$ cat config.mk
export PLATFORM = sky130hd
export DESIGN_NAME = c3lb_mac_flat
export DESIGN_NICKNAME = d
export VERILOG_FILES = /design/src/design/c3lb_pkg.sv /design/src/design/c3lb_res_if.sv /design/src/design/c3lb_mac.sv /design/src/flat_wrapper.sv
export SDC_FILE = /design/constraint.sdc
export NUM_CORES = 2
export LEC_CHECK = 0
export ABC_AREA = 0
export BUFFER_PORTS_ARGS = -buffer_cell sky130_fd_sc_hd__buf_2
export CORE_ASPECT_RATIO = 0.7
export CORE_UTILIZATION = 65
export CTS_BUF_LIST = sky130_fd_sc_hd__clkbuf_2
export CTS_CLUSTER_DIAMETER = 200
export DETAILED_ROUTE_END_ITERATION = 6
export HOLD_SLACK_MARGIN = 0.15
export PLACE_DENSITY = 0.94
export SYNTH_ARGS = -nofsm -noshare
export SYNTH_HDL_FRONTEND = slang
export SYNTH_SLANG_ARGS = --single-unit
export TNS_END_PERCENT = 5
$ cat constraint.sdc
create_clock -name clk -period 9.3 [get_ports clk]
set_clock_uncertainty 0.1 [all_clocks]
set_input_delay 0.93 -clock clk [delete_from_list [all_inputs] [get_ports clk]]
set_output_delay 0.93 -clock clk [all_outputs]
set_load 0.05 [all_outputs]
$ cat src/design/c3lb_pkg.sv
package c3lb_pkg;

	localparam int C3LB_MAX_LINE = 2048;

	localparam int PIX_W     = 8;
	localparam int COEF_W    = 24;
	localparam int SHIFT_W   = 5;
	localparam int HEIGHT_W  = 16;
	localparam int WIDTH_W   = 12;
	localparam int CFG_IDX_W = 3;
	localparam int TAP_COUNT = 9;
	localparam int PROD_W    = 17;	// signed 8-bit tap times unsigned 8-bit pixel
	localparam int SUM_W     = 20;	// nine products, worst case about +/-2^18.2

	localparam int PIX_MAX   = 255;

	typedef logic [PIX_W-1:0] pix_t;
	typedef logic [TAP_COUNT-1:0][PIX_W-1:0] win_t;

	typedef enum logic [CFG_IDX_W-1:0] {
		REG_COEFF_TOP,
		REG_COEFF_MIDDLE,
		REG_COEFF_BOTTOM,
		REG_RIGHT_SHIFT,
		REG_MAGNITUDE,
		REG_HEIGHT,
		REG_WIDTH
	} cfg_reg_t;

	typedef struct packed {
		logic [COEF_W-1:0]  row_top;
		logic [COEF_W-1:0]  row_middle;
		logic [COEF_W-1:0]  row_bottom;
		logic [SHIFT_W-1:0] shift;
		logic               magnitude;
	} coef_t;

	// per-word control decided at the input
	typedef struct packed {
		logic col_ok;
		logic use_top;
		logic use_mid;
		logic use_bot;
		logic first;
		logic emit;
		logic last;
	} item_ctl_t;

	typedef struct packed {
		logic emit;
		logic last;
	} res_ctl_t;

endpackage

$ cat src/design/c3lb_res_if.sv
interface c3lb_res_if;
	import c3lb_pkg::*;

	logic valid;
	logic ready;
	pix_t result_pixel;
	logic frame_last;

	modport source (output valid, output result_pixel, output frame_last, input ready);
	modport sink (input valid, input result_pixel, input frame_last, output ready);
endinterface

$ cat src/design/c3lb_mac.sv
module c3lb_mac (
	input  logic               clk,
	input  logic               arst_n,
	input  c3lb_pkg::coef_t    coef,
	input  logic               in_valid,
	output logic               in_ready,
	input  c3lb_pkg::win_t     in_win,
	input  c3lb_pkg::res_ctl_t in_ctl,
	c3lb_res_if.source         res
);
	import c3lb_pkg::*;

	logic signed [PIX_W-1:0] tap [TAP_COUNT];
	logic [TAP_COUNT-1:0][PROD_W-1:0] prod_c;
	logic signed [SUM_W-1:0] ext [TAP_COUNT];
	logic signed [SUM_W-1:0] sum_c;
	logic signed [SUM_W-1:0] shifted;
	logic signed [SUM_W-1:0] val;
	pix_t                    clamp_c;

	logic v_s3, v_s4, v_out_q;
	logic [TAP_COUNT-1:0][PROD_W-1:0] prod_s3;
	res_ctl_t ctl_s3, ctl_s4;
	logic signed [SUM_W-1:0] sum_s4;
	pix_t res_q;
	logic last_q;

	logic ld_s3, ld_s4, ld_out;

	assign ld_out   = v_s4 && ctl_s4.emit && (!v_out_q || res.ready)
		|| v_s4 && !ctl_s4.emit;
	assign ld_s4    = v_s3 && (!v_s4 || ld_out);
	assign in_ready = !v_s3 || ld_s4;
	assign ld_s3    = in_valid && in_ready;

	always_comb begin
		for (int k = 0; k < 3; k++) begin
			tap[k]   = $signed(coef.row_top[PIX_W*k +: PIX_W]);
			tap[3+k] = $signed(coef.row_middle[PIX_W*k +: PIX_W]);
			tap[6+k] = $signed(coef.row_bottom[PIX_W*k +: PIX_W]);
		end
		for (int t = 0; t < TAP_COUNT; t++) begin
			prod_c[t] = PROD_W'(tap[t] * $signed({1'b0, in_win[t]}));
			ext[t]    = SUM_W'($signed(prod_s3[t]));
		end
		sum_c = ext[0] + ext[1] + ext[2] + ext[3] + ext[4] + ext[5] + ext[6] + ext[7] + ext[8];
	end

	// floor shift, optional magnitude, clamp to a pixel
	always_comb begin
		shifted = sum_s4 >>> coef.shift;
		val     = (coef.magnitude && shifted < 0) ? -shifted : shifted;
		if (val < 0) begin
			clamp_c = '0;
		end else if (val > SUM_W'(PIX_MAX)) begin
			clamp_c = pix_t'(PIX_MAX);
		end else begin
			clamp_c = val[PIX_W-1:0];
		end
	end

	always_ff @(posedge clk or negedge arst_n) begin
		if (!arst_n) begin
			v_s3    <= 1'b0;
			v_s4    <= 1'b0;
			v_out_q <= 1'b0;
		end else begin
			if (ld_s3) begin
				v_s3 <= 1'b1;
			end else if (ld_s4) begin
				v_s3 <= 1'b0;
			end
			if (ld_s4) begin
				v_s4 <= 1'b1;
			end else if (ld_out) begin
				v_s4 <= 1'b0;
			end
			if (ld_out && ctl_s4.emit) begin
				v_out_q <= 1'b1;
			end else if (res.ready) begin
				v_out_q <= 1'b0;
			end
		end
	end

	always_ff @(posedge clk) begin
		if (ld_s3) begin
			prod_s3 <= prod_c;
			ctl_s3  <= in_ctl;
		end
		if (ld_s4) begin
			sum_s4 <= sum_c;
			ctl_s4 <= ctl_s3;
		end
		if (ld_out && ctl_s4.emit) begin
			res_q  <= clamp_c;
			last_q <= ctl_s4.last;
		end
	end

	assign res.valid        = v_out_q;
	assign res.result_pixel = res_q;
	assign res.frame_last   = last_q;

	a_prod_hold: assert property (@(posedge clk) disable iff (!arst_n)
		v_s3 && !ld_s4 |=> $stable(prod_s3))
		else $error("product stage overwritten while stalled");

endmodule
$ cat src/flat_wrapper.sv
// flat-port wrapper written by rule: the top's interface ports become plain ports
module c3lb_mac_flat import c3lb_pkg::*;
  (clk, arst_n, coef, in_valid, in_ready, in_win, in_ctl, res_valid, res_result_pixel, res_frame_last, res_ready);
  c3lb_res_if res_i ();
  input  logic clk;
  input  logic arst_n;
  input  c3lb_pkg::coef_t coef;
  input  logic in_valid;
  output logic in_ready;
  input  c3lb_pkg::win_t in_win;
  input  c3lb_pkg::res_ctl_t in_ctl;
  output wire logic [$bits(res_i.valid)-1:0] res_valid;
  output wire logic [$bits(res_i.result_pixel)-1:0] res_result_pixel;
  output wire logic [$bits(res_i.frame_last)-1:0] res_frame_last;
  input wire logic [$bits(res_i.ready)-1:0] res_ready;
  assign res_valid = res_i.valid;
  assign res_result_pixel = res_i.result_pixel;
  assign res_frame_last = res_i.frame_last;
  assign res_i.ready = res_ready;
  c3lb_mac u_core (.clk(clk), .arst_n(arst_n), .coef(coef), .in_valid(in_valid), .in_ready(in_ready), .in_win(in_win), .in_ctl(in_ctl), .res(res_i));
endmodule
== Yosys cells after proc, flatten, opt, wreduce, memory -nomap -nowiden ==
Cells that the tools add are included.
Word-level totals
  flip-flop bits (word level): 189
  bits of input ports: 156
  output and inout port bits: 11
  word-level logic and storage cells: 67
Operators by class
  add/sub/neg operators: 9
  multiply operators: 9
  magnitude comparators: 3
  shift operators: 1
  multiplexer cells: 8
  reduce and logical (&&, ||, !) cells: 18
Operators by type and width (count)
  8-bit by 9-bit multiplier with 17-bit output: 9
  20-bit by 17-bit adder with 20-bit output: 6
  20-bit by 1-bit < comparator with 1-bit output, second input constant: 2
  20-bit by 9-bit > comparator with 1-bit output, second input constant: 1
  20-bit two-way mux: 1
  20-bit negation: 1
  20-bit by 5-bit >>> shifter with 20-bit output: 1
  18-bit by 17-bit adder with 19-bit output: 1
  17-bit by 17-bit adder with 18-bit output: 1
  8-bit two-way mux: 1
  1-bit logical AND: 7
  1-bit two-way mux: 6
  2-bit nonzero test: 3
  1-bit logical NOT: 4
  1-bit logical OR: 4

== Logic depth before layout (Yosys ltp) ==
  depth in word-level cells: 9
  gate-level depth with buffers: 26
  mapped depth without buffers: 26

== Worst setup path after synthesis ==
No wires, ideal clock.
  path type: register -> register
  start point: reg u_core.prod_s3, in the netlist u_core.ext[121]
  end point: reg u_core.sum_s4[19] (data pin)
  arrival time: 6.149 ns
  required time: 8.940 ns
  slack: 2.791 ns
  stages on the path, launching flop included: 25
  buffers on the path: 0
  clock period less this slack: 6.509 ns
  path through: edfxtp_1 -> fa_1 -> ha_1 -> fa_1 -> a21o_1 -> a21oi_1 -> o21bai_1 -> a21oi_1 -> o21bai_1 -> a41oi_1 -> a211oi_1 -> a2111o_1 -> a21oi_1 -> xnor2_1 -> fa_1 -> inv_1 -> fa_1 -> fa_1 -> fa_1 -> inv_1 -> ha_1 -> or2_2 -> a21oi_1 -> a21oi_1 -> xnor2_1
On the way
  cells in the longest elaborated chain, start to end: 7
RTL lines
  start, declared: RTL line c3lb_mac.sv:22  | logic [TAP_COUNT-1:0][PROD_W-1:0] prod_s3;
  start signal, assigned: RTL line c3lb_mac.sv:88  | prod_s3 <= prod_c;
  18-bit by 17-bit adder with 19-bit output: RTL line c3lb_mac.sv:46  | sum_c = ext[0] + ext[1] + ext[2] + ext[3] + ext[4] + ext[5] + ext[6] + ext[7] + ext[8];
  20-bit by 17-bit adder with 20-bit output (6 in a row): RTL line c3lb_mac.sv:46
  via u_core.sum_c[19]: RTL line c3lb_mac.sv:16  | logic signed [SUM_W-1:0] sum_c;
  end signal, assigned: RTL line c3lb_mac.sv:92  | sum_s4 <= sum_c;
  end, declared: RTL line c3lb_mac.sv:24  | logic signed [SUM_W-1:0] sum_s4;
The timed path passes the listed nets, and every way through them passes these cells.
A chain may end at the register's enable or synchronous reset.

== Worst setup path after layout ==
  start point: reg u_core.prod_s3, in the netlist u_core.ext[121]
  end point: reg u_core.sum_s4[17] (data pin)
The elaborated chain is that of the path after synthesis.

==> summary.md <==
| Metric | Value |
|---|---|
| Yosys warns | 0 |
| Post-synthesis compound-gate area fraction | 6.033% |
| Main combinational cell family by area after synthesis | adder cells |
| First-pass GRT wire length | 116,400 um |
| Slowest stage delay, CP | 0.50 ns |
| Via count | 22,630 |
| Final setup fails | 0 |
| Wirelength, routed | 71,720 um |
| Wire per inst | 18.51 um |
| Slew Viols, Final | 0 |
| Net count after synthesis | 4,103 |
| Netlist cell types | 72 |
| Routability cong. | 1.007 |
| Simple-Gate Fraction of Synth Area | 14.80% |
| Layout cells sized above 1 | 7.117% |
| Rows | 66 |
| R2r worst-path depth | 26 |
| H-tree lvl count | 4 |
| CP top delay family | adder cells |
| TritonCTS clock tree | built |
| Critical Path AT | 8.06 ns |
| DRT antenna net count | 0 |
| Fin crit share | 80.93% |
| CTS Buf Count | 17 |
| Setup bufs post-CTS | 0 |
| WS Path Type | reg2reg |
| Longest Clk Path Bufs | 2 |
| Status | complete, but fails checks |
| Total grt overflow | 0 |
| Residual DRC | 5 |
| FF-to-FF Start | u_core.ext[121] |
| RSZ-0062 raised after global routing | false |
| Sequential share of the synthesized area | 18.52% |
| Initial Util | 65.87% |
| CP startpoint kind | flop |
| Setup_tns | 0 ns |
| Max FO, Critical Path | 6 |
| Root buffer cell | clkbuf_2 |
| Async SR Flop Fraction | 1.587% |
| Synth Cell Area | 30,570 um2 |
| 1st-pass router iterations | 7 |
| Vias per cell | 5.840 |
| HPWL after DPL | 59,710 um |
| Commonest non-fill, non-tap cell in the layout | inv_1 |
| Crit path depth | 26 |
| Slew HR | 15.29% |
| Adder-Cell Fraction of Synth Area | 46.31% |
| Overall routing resource usage | 31.01% |
| Worst min-delay path class | in2reg |
| Mapped Cells | 3,080 |
| Met3 Use GR | 5.542% |
| Crit-path slowest cell | fa_1 |
| Most frequent cells in the layout | inv_1 (652), fa_1 (441), ha_1 (426) |
| Hold-fix buffers, CTS | 3 |
| Least-Margin Pin Slew | 1.271 ns |
| Initial antenna violation count | 3 |
| Post-CTS resize count | 0 |
| Fmax | 0.1329 GHz |
| Area Overhead vs Synth | 5.955% |
| Vias in the first global route | 23,060 |
| Total of max-cap violations | 0 |
| Initial DRC count | 2,086 |
| Post-synthesis mux area share | 2.272% |
| CTS Sinks | 189 |
| Top_reg_cell synth | edfxtp_1 |
| Die H | 183.4 um |
| Post-synth EDFFs | 186 |
| Most used routing layer | met2 |
| Reg clk slew, reported paths | 0.31 ns |
| Syn_area_per_cell | 9.926 um2 |
| Clk_lat worst skew | 0.88 ns |
| Most used cell, CP | fa_1 |
| Bufs and invs on worst path | 2 |
| Worst setup EP type | flop |
| Worst Setup EP | u_core.sum_s4[17] |
| R2R setup slack | 1.77 ns |
| Chip width | 261.2 um |
| Port Buffers | 166 |
| Synth Register Bits | 189 |
| I/O Pins | 167 |
| Post-synthesis xor/xnor area fraction | 3.667% |
| Worst Path Required | 9.83 ns |
| Core footprint | 46,410 um2 |
| CP startpoint | u_core.ext[121] |
| Minimum clock period | 7.527 ns |
| R2R Path End | u_core.sum_s4[17] |
| Failing checks | DRC |
| # nets final | 4,270 |
| M1 GR Usage | 42.81% |
| Final hold violations | 0 |
| Routing usage on met2 | 49.93% |
| Die footprint | 47,920 um2 |
| Largest net degree at the start of global routing | 82 |
-- logic make-up after synthesis --
| family | Yosys count |
|---|---|
| flip-flops | 189 |
| AO/OA/AOI/OAI | 292 |
| buffers and inverters | 675 |
| adder cells (fa/ha/maj) | 867 |
| AND/OR/NAND/NOR | 883 |
| multiplexers | 46 |
| XOR/XNOR | 128 |
-- flip-flops by register name, summed over array words and instances, names as in the netlist --
register                 cells
u_core.ctl_s3                2
u_core.ctl_s4                2
u_core.ext                 153
u_core.res.frame_last        1
u_core.res.result_pixel      8
u_core.res.valid             1
u_core.sum_s4               20
u_core.v_s3                  1
u_core.v_s4                  1
-- stage by stage --
stage / utilization (%) / instances / hold WS, ns / cell area, um2 / setup WS [ns]
6_report: 69.79 / 3875 / 0.2299 / 32390 / 1.773
5_1_grt: 69.78 / 3873 / 0.1526 / 32390 / 1.502
3_3_place_gp: 69.09 / 3837 / 0.3024 / 32060 / 2.368
2_1_floorplan: - / 3080 / 0.3003 / 30570 / 2.791
3_5_place_dp: 69.09 / 3837 / 0.3063 / 32060 / 1.896
4_1_cts: 69.78 / 3872 / 0.1736 / 32380 / 1.863
-- synth_stat cells (5+ instances only) --
master / n / area (um2)
a211oi_1: 6 / 45.04
a21boi_0: 23 / 172.7
a21o_1: 16 / 120.1
a21oi_1: 87 / 435.4
and2_1: 311 / 1946
and3_1: 9 / 56.30
buf_2: 6 / 30.03
buf_4: 5 / 37.54
clkbuf_1: 10 / 37.54
edfxtp_1: 186 / 5585
fa_1: 441 / 8828
ha_1: 426 / 5330
inv_1: 652 / 2447
mux2_2: 5 / 56.30
mux2i_1: 24 / 240.2
mux4_2: 13 / 292.8
nand2_1: 281 / 1055
nand2b_1: 58 / 362.9
nand3_1: 9 / 45.04
nor2_1: 113 / 424.2
nor2b_1: 32 / 200.2
nor3_1: 29 / 145.1
nor4_1: 5 / 31.28
o211ai_1: 7 / 52.55
o21a_1: 5 / 37.54
o21ai_0: 85 / 425.4
o21bai_1: 8 / 60.06
or2_2: 7 / 43.79
or3_1: 13 / 81.33
xnor2_1: 107 / 937.2
xor2_1: 21 / 183.9
-- cell type report --
cell class / count / area [um2]
fill: 3114 / 14020
antenna: 3 / 7.507
inverter: 652 / 2447
multi-input combinational: 2216 / 22350
timing repair buffer: 171 / 875.8
clock buffer: 17 / 85.08
clock inverter: 15 / 203.9
sequential: 189 / 5660
tap: 612 / 765.7
-- worst reg2reg max path, cell delays in order (launching register included) --
cell and delay (ns):
edfxtp_1 0.47, fa_1 0.49, ha_1 0.24, fa_1 0.48
a21o_1 0.22, a21oi_1 0.28, o21bai_1 0.11, a21oi_1 0.27
o21bai_1 0.14, a41oi_1 0.36, nor2b_1 0.21, xnor2_1 0.09
fa_1 0.48, inv_1 0.05, fa_1 0.49, fa_1 0.43
fa_1 0.50, inv_1 0.05, ha_1 0.34, and3_1 0.19
a21oi_1 0.14, o211ai_1 0.14, a31oi_1 0.32, nor2b_1 0.11
o21ai_0 0.32, nor2b_1 0.23, xnor2_1 0.10
-- routing by layer --
| layer | vias to the layer above | part of all wire, % |
|---|---|---|
| met5 | - | 0.035 |
| met2 | 1118 | 47 |
| met1 | 11190 | 40 |
| met3 | 180 | 9.5 |
| li1 | 10140 | - |
| met4 | 4 | 3.1 |
-- how the worst min path moves through the flow --
stage / start / endpoint / slack [ns] / depth (start not counted)
after global placement: u_core.ctl_s3[0] / u_core.ctl_s4[0] / 0.30 / 0
after global routing: in_ctl[0] / u_core.ctl_s3[0] / 0.15 / 1
after floorplan: u_core.ctl_s3[0] / u_core.ctl_s4[0] / 0.30 / 0
after CTS: in_ctl[0] / u_core.ctl_s3[0] / 0.17 / 1
after detailed placement: u_core.ctl_s3[1] / u_core.ctl_s4[1] / 0.31 / 0
final: in_ctl[0] / u_core.ctl_s3[0] / 0.23 / 1
Power is not shown: default switching activity piles up to over one toggle a cycle in this logic, so the estimate is an artifact.
